## src/sv/i2ci_pkg.sv

```systemverilog
// ----------------------------------------------------------------------------
// i2ci_pkg
// Shared types, opcodes and constants of the bus command interpreter.
// ----------------------------------------------------------------------------
package i2ci_pkg;

  localparam int BUFFER_DEPTH = 32;

  localparam int Q_DEPTH = 2;
  localparam int Q_PTR_W = (Q_DEPTH > 1) ? $clog2(Q_DEPTH) : 1;
  localparam int Q_FILL_W = $clog2(Q_DEPTH + 1);

  localparam logic [7:0] HEADER     = 8'hCA;
  localparam logic [7:0] OP_MODE    = 8'h60;
  localparam logic [7:0] OP_PERIOD  = 8'h61;
  localparam logic [7:0] OP_GAIN    = 8'h62;
  localparam logic [7:0] OP_MUX     = 8'h63;
  localparam logic [7:0] OP_SYNC    = 8'h64;
  localparam logic [7:0] OP_PDOWN   = 8'h65;
  localparam logic [7:0] OP_PUP     = 8'h66;
  localparam logic [7:0] OP_REQ     = 8'h6F;
  localparam logic [7:0] OP_BEGIN   = 8'h9A;
  localparam logic [7:0] OP_MEMTEST = 8'h9B;

  localparam logic [3:0] ADDR_NIB   = 4'h5;
  localparam logic [3:0] PWR_NIB    = 4'hE;
  localparam logic [7:0] PWR_XOR    = 8'h0F;

  typedef enum logic [1:0] {
    ST_IDLE,
    ST_WALK,
    ST_EMIT
  } back_state_t;

  typedef enum logic [1:0] {
    PH_HDR,
    PH_OP,
    PH_ARG
  } parse_phase_t;

  typedef struct packed {
    logic       is_end;
    logic       addr_cand;
    logic [7:0] data;
  } cmd_t;

  typedef struct packed {
    logic [6:0] own_address;
    logic       address_set;
    logic [7:0] mode;
    logic [7:0] period;
    logic [7:0] gain;
    logic [4:0] pga_code;
    logic       test_mode;
    logic [7:0] channel_mask;
    logic       sync_flag;
    logic       request_flag;
    logic       start_pulse;
    logic       overflow;
  } result_t;

  function automatic logic [4:0] gain_to_pga(input logic [7:0] g);
    logic [4:0] code;
    case (g)
      8'd1:    code = 5'h03;
      8'd2:    code = 5'h05;
      8'd3:    code = 5'h07;
      8'd4:    code = 5'h09;
      8'd5:    code = 5'h0B;
      8'd6:    code = 5'h0C;
      8'd7:    code = 5'h0F;
      8'd8:    code = 5'h11;
      default: code = 5'h01;
    endcase
    return code;
  endfunction

endpackage

```

## src/sv/i2ci_ram.sv

```systemverilog
// ----------------------------------------------------------------------------
// i2ci_ram
// Generic RAM, one write port, one read port with registered read data.
// ----------------------------------------------------------------------------
module i2ci_ram #(
  parameter int WIDTH = 8,
  parameter int DEPTH = 32
) (
  input  logic                     clk,
  input  logic                     we,
  input  logic [$clog2(DEPTH)-1:0] waddr,
  input  logic [WIDTH-1:0]         wdata,
  input  logic [$clog2(DEPTH)-1:0] raddr,
  output logic [WIDTH-1:0]         rdata
);

  logic [WIDTH-1:0] mem [DEPTH];

  always_ff @(posedge clk) begin
    if (we) begin
      mem[waddr] <= wdata;
    end
    rdata <= mem[raddr];
  end

endmodule

```

## src/sv/i2ci_front.sv

```systemverilog
// ----------------------------------------------------------------------------
// i2ci_front
// Accepts input beats, tags end-of-message and address candidates, and
// holds them in a short queue for the back end.
// ----------------------------------------------------------------------------
module i2ci_front (
  input  logic          clk,
  input  logic          rst,
  input  logic          in_valid,
  output logic          in_ready,
  input  logic          action,
  input  logic [7:0]    data_byte,
  output logic          cmd_valid,
  output i2ci_pkg::cmd_t cmd,
  input  logic          cmd_pop
);

  localparam int PW = i2ci_pkg::Q_PTR_W;
  localparam int FW = i2ci_pkg::Q_FILL_W;

  i2ci_pkg::cmd_t slot [i2ci_pkg::Q_DEPTH];
  logic [PW-1:0]  wptr;
  logic [PW-1:0]  rptr;
  logic [FW-1:0]  fill;
  logic           push;
  i2ci_pkg::cmd_t cmd_in;

  assign in_ready  = (fill != FW'(i2ci_pkg::Q_DEPTH));
  assign cmd_valid = (fill != '0);
  assign push      = in_valid && in_ready;
  assign cmd       = slot[rptr];

  always_comb begin
    cmd_in.is_end    = action;
    cmd_in.addr_cand = (data_byte[7:4] == i2ci_pkg::ADDR_NIB);
    cmd_in.data      = data_byte;
  end

  always_ff @(posedge clk) begin
    if (push) begin
      slot[wptr] <= cmd_in;
    end
  end

  always_ff @(posedge clk) begin
    if (rst) begin
      wptr <= '0;
      rptr <= '0;
      fill <= '0;
    end else begin
      if (push) begin
        wptr <= (wptr == PW'(i2ci_pkg::Q_DEPTH - 1)) ? '0 : wptr + PW'(1);
      end
      if (cmd_pop) begin
        rptr <= (rptr == PW'(i2ci_pkg::Q_DEPTH - 1)) ? '0 : rptr + PW'(1);
      end
      case ({push, cmd_pop})
        2'b10:   fill <= fill + FW'(1);
        2'b01:   fill <= fill - FW'(1);
        default: fill <= fill;
      endcase
    end
  end

endmodule

```

## src/sv/i2ci_back.sv

```systemverilog
// ----------------------------------------------------------------------------
// i2ci_back
// Executes queued beats: stores bytes or the address, walks the message
// buffer at end of message, and holds the result beat for the output.
// ----------------------------------------------------------------------------
module i2ci_back #(
  parameter int BUFFER_DEPTH = i2ci_pkg::BUFFER_DEPTH
) (
  input  logic              clk,
  input  logic              rst,
  input  logic              cmd_valid,
  input  i2ci_pkg::cmd_t    cmd,
  output logic              cmd_pop,
  output logic              out_valid,
  input  logic              out_ready,
  output i2ci_pkg::result_t res
);

  localparam int AW = $clog2(BUFFER_DEPTH);
  localparam int CW = $clog2(BUFFER_DEPTH + 1);

  i2ci_pkg::back_state_t  state;
  i2ci_pkg::back_state_t  state_next;
  i2ci_pkg::parse_phase_t phase;

  logic [CW-1:0] count;
  logic [AW-1:0] proc;
  logic [7:0]    pend_op;
  logic          pulse;
  logic          ovf;

  logic [6:0] addr_store;
  logic       addr_set;
  logic [7:0] mode_store;
  logic [7:0] period_store;
  logic [7:0] gain_store;
  logic [4:0] pga_store;
  logic       test_store;
  logic [7:0] mask_store;
  logic       sync_store;
  logic       req_store;

  logic          ram_we;
  logic [AW-1:0] ram_raddr;
  logic [7:0]    rd_data;
  logic          load_out;
  logic          take_addr;
  logic          has_room;
  logic          last;
  logic          walk_done;

  assign take_addr = !addr_set && cmd.addr_cand;
  assign has_room  = (count < CW'(BUFFER_DEPTH));
  assign last      = ((CW'(proc) + CW'(1)) == count);
  assign walk_done = last || ((phase == i2ci_pkg::PH_HDR) && (rd_data != i2ci_pkg::HEADER));

  i2ci_ram #(
    .WIDTH(8),
    .DEPTH(BUFFER_DEPTH)
  ) u_buf (
    .clk  (clk),
    .we   (ram_we),
    .waddr(count[AW-1:0]),
    .wdata(cmd.data),
    .raddr(ram_raddr),
    .rdata(rd_data)
  );

  always_comb begin
    state_next = state;
    case (state)
      i2ci_pkg::ST_IDLE: begin
        if (cmd_valid) begin
          if (cmd.is_end && (count != '0)) begin
            state_next = i2ci_pkg::ST_WALK;
          end else begin
            state_next = i2ci_pkg::ST_EMIT;
          end
        end
      end
      i2ci_pkg::ST_WALK: begin
        if (walk_done) begin
          state_next = i2ci_pkg::ST_EMIT;
        end
      end
      i2ci_pkg::ST_EMIT: begin
        if (!out_valid || out_ready) begin
          state_next = i2ci_pkg::ST_IDLE;
        end
      end
      default: state_next = i2ci_pkg::ST_IDLE;
    endcase
  end

  always_comb begin
    cmd_pop   = 1'b0;
    ram_we    = 1'b0;
    ram_raddr = '0;
    load_out  = 1'b0;
    case (state)
      i2ci_pkg::ST_IDLE: begin
        cmd_pop = cmd_valid;
        ram_we  = cmd_valid && !cmd.is_end && !take_addr && has_room;
      end
      i2ci_pkg::ST_WALK: begin
        ram_raddr = proc + AW'(1);
      end
      i2ci_pkg::ST_EMIT: begin
        load_out = !out_valid || out_ready;
      end
      default: ;
    endcase
  end

  always_ff @(posedge clk) begin
    if (rst) begin
      state <= i2ci_pkg::ST_IDLE;
    end else begin
      state <= state_next;
    end
  end

  always_ff @(posedge clk) begin
    if (rst) begin
      phase        <= i2ci_pkg::PH_HDR;
      count        <= '0;
      proc         <= '0;
      pend_op      <= '0;
      pulse        <= 1'b0;
      ovf          <= 1'b0;
      addr_store   <= '0;
      addr_set     <= 1'b0;
      mode_store   <= '0;
      period_store <= '0;
      gain_store   <= '0;
      pga_store    <= '0;
      test_store   <= 1'b0;
      mask_store   <= '0;
      sync_store   <= 1'b0;
      req_store    <= 1'b0;
    end else begin
      if (cmd_pop) begin
        pulse <= 1'b0;
        ovf   <= 1'b0;
        phase <= i2ci_pkg::PH_HDR;
        proc  <= '0;
        if (!cmd.is_end) begin
          if (take_addr) begin
            addr_store <= cmd.data[6:0];
            addr_set   <= 1'b1;
          end else if (has_room) begin
            count <= count + CW'(1);
          end else begin
            ovf <= 1'b1;
          end
        end
      end
      if (state == i2ci_pkg::ST_WALK) begin
        proc <= proc + AW'(1);
        if (walk_done) begin
          count <= '0;
        end
        case (phase)
          i2ci_pkg::PH_HDR: begin
            if (rd_data == i2ci_pkg::HEADER) begin
              phase <= i2ci_pkg::PH_OP;
            end
          end
          i2ci_pkg::PH_OP: begin
            if (rd_data == i2ci_pkg::OP_BEGIN) begin
              pulse <= 1'b1;
            end else if (rd_data != i2ci_pkg::OP_MEMTEST) begin
              pend_op <= rd_data;
              phase   <= i2ci_pkg::PH_ARG;
            end
          end
          i2ci_pkg::PH_ARG: begin
            phase <= i2ci_pkg::PH_OP;
            case (pend_op)
              i2ci_pkg::OP_MODE:   mode_store <= rd_data;
              i2ci_pkg::OP_PERIOD: period_store <= rd_data;
              i2ci_pkg::OP_GAIN: begin
                gain_store <= rd_data;
                pga_store  <= i2ci_pkg::gain_to_pga(rd_data);
              end
              i2ci_pkg::OP_MUX:    test_store <= (rd_data == 8'h00);
              i2ci_pkg::OP_SYNC:   sync_store <= 1'b1;
              i2ci_pkg::OP_PDOWN: begin
                if (rd_data[7:4] == i2ci_pkg::PWR_NIB) begin
                  mask_store <= mask_store & (rd_data ^ i2ci_pkg::PWR_XOR);
                end
              end
              i2ci_pkg::OP_PUP: begin
                if (rd_data[7:4] == i2ci_pkg::PWR_NIB) begin
                  mask_store <= mask_store | rd_data;
                end
              end
              i2ci_pkg::OP_REQ:    req_store <= 1'b1;
              default: ;
            endcase
          end
          default: phase <= i2ci_pkg::PH_HDR;
        endcase
      end
    end
  end

  // result beat register
  always_ff @(posedge clk) begin
    if (rst) begin
      out_valid <= 1'b0;
      res       <= '0;
    end else begin
      if (load_out) begin
        out_valid        <= 1'b1;
        res.own_address  <= addr_store;
        res.address_set  <= addr_set;
        res.mode         <= mode_store;
        res.period       <= period_store;
        res.gain         <= gain_store;
        res.pga_code     <= pga_store;
        res.test_mode    <= test_store;
        res.channel_mask <= mask_store;
        res.sync_flag    <= sync_store;
        res.request_flag <= req_store;
        res.start_pulse  <= pulse;
        res.overflow     <= ovf;
      end else if (out_ready) begin
        out_valid <= 1'b0;
      end
    end
  end

endmodule

```

## src/sv/i2c_command_interpreter_top.sv

```systemverilog
// Flow: a byte beat passes through the front queue, the back end's idle state
// and its emit state before its result beat is registered; an end-of-message
// beat also walks the buffer RAM, one entry per cycle, ending early on a bad header.
// The back end takes no new beat until its emit state has loaded the result beat, which waits on a stalled output.
// Reset (rst, synchronous): clears settings, address, byte count and queue;
// buffer RAM contents are left as they are and never used before written.
// ----------------------------------------------------------------------------
// i2c_command_interpreter_top
// Bus command interpreter: queued front end, buffer-walking back end.
// ----------------------------------------------------------------------------
module i2c_command_interpreter_top #(
  parameter int BUFFER_DEPTH = i2ci_pkg::BUFFER_DEPTH
) (
  input  logic       clk,
  input  logic       rst,
  input  logic       in_valid,
  output logic       in_ready,
  input  logic       action,
  input  logic [7:0] data_byte,
  output logic       out_valid,
  input  logic       out_ready,
  output logic [6:0] own_address,
  output logic       address_set,
  output logic [7:0] mode,
  output logic [7:0] period,
  output logic [7:0] gain,
  output logic [4:0] pga_code,
  output logic       test_mode,
  output logic [7:0] channel_mask,
  output logic       sync_flag,
  output logic       request_flag,
  output logic       start_pulse,
  output logic       overflow
);

  logic              cmd_valid;
  logic              cmd_pop;
  i2ci_pkg::cmd_t    cmd;
  i2ci_pkg::result_t res;

  i2ci_front u_front (
    .clk      (clk),
    .rst      (rst),
    .in_valid (in_valid),
    .in_ready (in_ready),
    .action   (action),
    .data_byte(data_byte),
    .cmd_valid(cmd_valid),
    .cmd      (cmd),
    .cmd_pop  (cmd_pop)
  );

  i2ci_back #(
    .BUFFER_DEPTH(BUFFER_DEPTH)
  ) u_back (
    .clk      (clk),
    .rst      (rst),
    .cmd_valid(cmd_valid),
    .cmd      (cmd),
    .cmd_pop  (cmd_pop),
    .out_valid(out_valid),
    .out_ready(out_ready),
    .res      (res)
  );

  assign own_address  = res.own_address;
  assign address_set  = res.address_set;
  assign mode         = res.mode;
  assign period       = res.period;
  assign gain         = res.gain;
  assign pga_code     = res.pga_code;
  assign test_mode    = res.test_mode;
  assign channel_mask = res.channel_mask;
  assign sync_flag    = res.sync_flag;
  assign request_flag = res.request_flag;
  assign start_pulse  = res.start_pulse;
  assign overflow     = res.overflow;

endmodule

```

## config.mk

```make
export PLATFORM = sky130hd
export DESIGN_NAME = i2c_command_interpreter_top
export DESIGN_NICKNAME = d
export VERILOG_FILES = /design/src/sv/i2ci_pkg.sv /design/src/sv/i2ci_ram.sv /design/src/sv/i2ci_front.sv /design/src/sv/i2ci_back.sv /design/src/sv/i2c_command_interpreter_top.sv
export SDC_FILE = /design/constraint.sdc
export NUM_CORES = 1
export LEC_CHECK = 0
export ABC_CLOCK_PERIOD_IN_PS = 3050
export BUFFER_PORTS_ARGS = -buffer_cell sky130_fd_sc_hd__buf_4
export CELL_PAD_IN_SITES_DETAIL_PLACEMENT = 1
export CELL_PAD_IN_SITES_GLOBAL_PLACEMENT = 1
export CORE_UTILIZATION = 50
export CTS_CLUSTER_DIAMETER = 100
export DETAILED_ROUTE_END_ITERATION = 16
export GPL_TIMING_DRIVEN = 0
export HOLD_SLACK_MARGIN = 0.12
export PLACE_DENSITY_LB_ADDON = 0.15
export SLEW_MARGIN = 0
export SYNTH_ARGS = -nofsm -noshare
export SYNTH_HDL_FRONTEND = slang
export SYNTH_SLANG_ARGS = --single-unit
```

## constraint.sdc

```tcl
create_clock -name clk -period 3.05 [get_ports clk]
set_input_delay 0 -clock clk [delete_from_list [all_inputs] [get_ports clk]]
set_output_delay 0 -clock clk [all_outputs]
set_load 0.1 [all_outputs]
```

==> impl_results.md <==
* IO buf count at 63
* Clk root buf: clkbuf_16
* CTS sink cnt at 413
* Syn Std Cell Area at roughly 0.017 mm^2
* Final Hold Slack at 177 ps
* Clk pwr share at 33.6%
* Synth cell types at 74
* FF-to-FF End: u_back.u_buf.rdata[6]
* Synth area leader: edfxtp_1
* Grt met3 use at 5.61%
* Setup TNS at 0 ps
* NetSw at roughly 5.1 mW
* DRT Wirelength at 49900 um
* Max Clk Rate at ~330 MHz
* CP peak stage delay at 450 ps
* Area growth, synth to finish at 17.3%
* Num CTS Buffers at 44
* Slew @ Worst Pin at 1150 ps
* Vias in the first global route at 12100
* Pre-antenna DRT Iters at 5
* Reg2Reg Depth at 8
* Area share of the leading cell type in the synthesized netlist at about half
* Vias at 11800
* Post-Syn Instances at between 1000 and 1500
* Outcome: complete, no violations
* GR met1 Demand/Resource at 41.0%
* Core Region at 0.0325 mm^2
* Worst skew pair latency at 550 ps
* Hold Crit Start: data_byte[1]
* Finished layout cell area at 0.0194 mm^2
* R2R Setup Slk at 40 ps
* Internal power at between 10 and 15 mW
* Fin. Hold Viols at 0
* Post-synth net total at 1365
* CP Class: flop to flop
* Fin nets at roughly 1500
* Worst reg2reg startpoint: u_back.state[1]
* Layout cell share with drive strength beyond 1 at between 10% and 20%
* Setup violations, final at 0
* Switching Fraction at 32.3%
* Post-synth EDFFs at 276
* Critical path's top delay family: compound AO/OA/AOI/OAI gates
* Fin crit share at between 90% and 100%
* Hold depth at 2
* Initial DRC count at between 1000 and 1500
* Global Route Usage Sum at 30.1%
* Leakage power at 6.41 nW
* FP Rows at 66
* Initial Util at 50.8%
* Placed Instance Area at 0.0176 mm^2
* Layout filler cell count at 3303
* Setup Skew at 16.6 ps
* Sequential share of the synthesized area at 66.7%
* Worst Hold Class: input port to flop
* DR WL/cell at 25.7 um
* Total congestion overflow at 0
* Startpoint types: flop
* Number of diodes at 0
* DP Cell Count at 1851
* I/O pin total at 65
* Clk slew on worst S/H paths at 60 ps
* MaxCap Viol Count at 0
* Gr busiest metal: met2
* Gpl congestion at 0.930
* Die span in x at 184 um
* Die area at 0.0338 mm^2
* CTS Buffer Depth at 3
* Slew margin rel. at 22.6%
* Global-route wire length before repair at 74000 um
* WP data required at about 3500 ps
* Sequential power share at 42.4%
* DRC at 0
* Most frequent cells in the layout: edfxtp_1, nand2_1, dfxtp_1
* Crit path top cell by count: clkbuf_1
* CP max stage cell: a211oi_1
* Post-route insts no fill at 1946
* Tmin final at 3010 ps
* H-Tree Depth at 2
* Largest net degree at the start of global routing at 34
* WP data arrival at 3410 ps
* Final Util at 59.6%
* Multi-input logic area at 0.00530 mm^2
* CTS tree: done
* Place WS at -318 ps
* Most common cell after layout, fill and taps aside: edfxtp_1
* Logic gate share of total power at 24.0%
* VDD IR max at 790 uV
* Synth area leaders: edfxtp_1, dfxtp_1, nand2_1, a21oi_1, mux2i_1
* Fin. max-slew vios at 0
* Met2 global-route usage at 47.1%
* Syn Area/Cell at 12.3 um^2
* Vias per inst at 6.07
* RSZ-0062 raised after global routing: yes
* Worst-path maximum fanout at 10
* Buf/Inv on CP at 3
* Pwr/cell area at about 800 mW/mm^2
* Pwr Total at 15.6 mW
* Die height at 184 um
* Share of flip-flops with an asynchronous set or reset at 0%
* Crit path cell chain: clkbuf_1 > nor2b_1 > clkbuf_1 > buf_2 > o21ai_1 > a32oi_1 > a31oi_1 > a211oi_1
* Critical Path Sink Type: flop
* Count of synthesis-stage warnings from yosys at 0
* Final WS setup at 41.2 ps
* Primary FF master, synth: edfxtp_1
* Post-synthesis register bit count at 413
* Initial antenna violation count at 0
* Post-DP HPWL at roughly 33000 um
* Register area at 0.0110 mm^2
* Routed Antenna Nets at 0
* Hold endpoint: u_front.slot[0][1]
-- logic make-up after synthesis --
kind of cell | Yosys count | synth area share, %
AND/OR/NAND/NOR | 436 | 11.9
buffers and inverters | 102 | 2.68
AO/OA/AOI/OAI | 287 | 11.1
XOR/XNOR | 20 | 1.14
adder cells (fa/ha/maj) | 6 | 0.454
multiplexers | 82 | 5.94
flip-flops | 413 | 66.7
-- sequential cells by signal (all words and copies together), names as in the netlist, 2 cells and up, named ones only --
signal and count:
u_back.proc 5, u_front.slot 20, u_back.res 50, u_back.u_buf.rdata 8
u_back.pend_op 8, u_back.count 6, u_back.addr_store 7, u_back.gain_store 8
u_back.phase 2, u_back.state 2, u_back.u_buf.mem 256, u_back.mode_store 8
u_back.mask_store 4, u_back.pga_store 5, u_back.period_store 8, u_front.fill 2
-- power by group through the flow --
| stage | Sequential, mW | Combinational [mW] | Clock, mW |
|---|---|---|---|
| global placement | 6.73 | 3.49 | 0 |
| floorplan | 6.72 | 2.14 | 0 |
| global route | 6.64 | 3.93 | 5.50 |
| CTS | 6.63 | 3.64 | 5.30 |
| detailed placement | 6.74 | 3.57 | 0 |
| finish | 6.62 | 3.75 | 5.26 |
-- cells in the mapped netlist (8+ instances only) --
library cell,n
a211oi_1,16
a21oi_1,121
a221oi_1,9
a2bb2oi_1,10
a31oi_1,8
buf_2,29
clkbuf_1,56
dfxtp_1,137
edfxtp_1,276
inv_1,8
mux2_2,24
mux2i_1,47
mux4_2,10
nand2_1,208
nand2b_1,13
nand3_1,17
nor2_1,110
nor2b_1,9
nor3_1,24
o21ai_0,29
o221ai_1,14
o22ai_1,24
or3_1,12
xnor2_1,10
xor2_1,9
-- how the worst max path moves through the flow --
stage	end	cells past startpoint	start
5_1_grt	u_back.u_buf.mem[20][6]	7	flop
2_1_floorplan	u_front.slot[0][0]	4	u_front.fill[0]
6_report	u_back.u_buf.rdata[6]	8	u_back.state[1]
4_1_cts	u_back.u_buf.mem[21][6]	7	flop
3_3_place_gp	u_back.u_buf.mem[18][0]	7	flop
3_5_place_dp	u_back.u_buf.mem[19][0]	5	flop
-- routing by layer --
metal,share of wire [%],vias up
li1,-,5213
met4,4.2,0
met1,42,5932
met2,46,533
met3,8.4,139
met5,0,-
-- final cells by class --
class / count / share of cell area [%]
plain buffers: 93 / 2.24
clock buffers: 59 / 6.34
clock inverters: 21 / 0.968
inverters: 9 / 0.174
multi-input cells: 831 / 27.3
flip-flops and latches: 413 / 56.9
well taps: 442 / 2.85
repair buffers: 78 / 3.19
-- worst register-to-register path, stage by stage (launching register included) --
cell,delay [ps]
dfxtp_1,350
clkbuf_1,270
nor2b_1,190
clkbuf_1,330
buf_2,400
o21ai_1,340
a32oi_1,370
a31oi_1,170
a211oi_1,450
-- timing repair --
action	in CTS	in global routing
setup buffers	2	0
resized for setup	27	64
pin swaps	1	0
hold buffers	13	0
setup endpoints to repair	260	200
hold endpoints to repair	51	0
No activity file was read; power rests on OpenSTA's default activity.
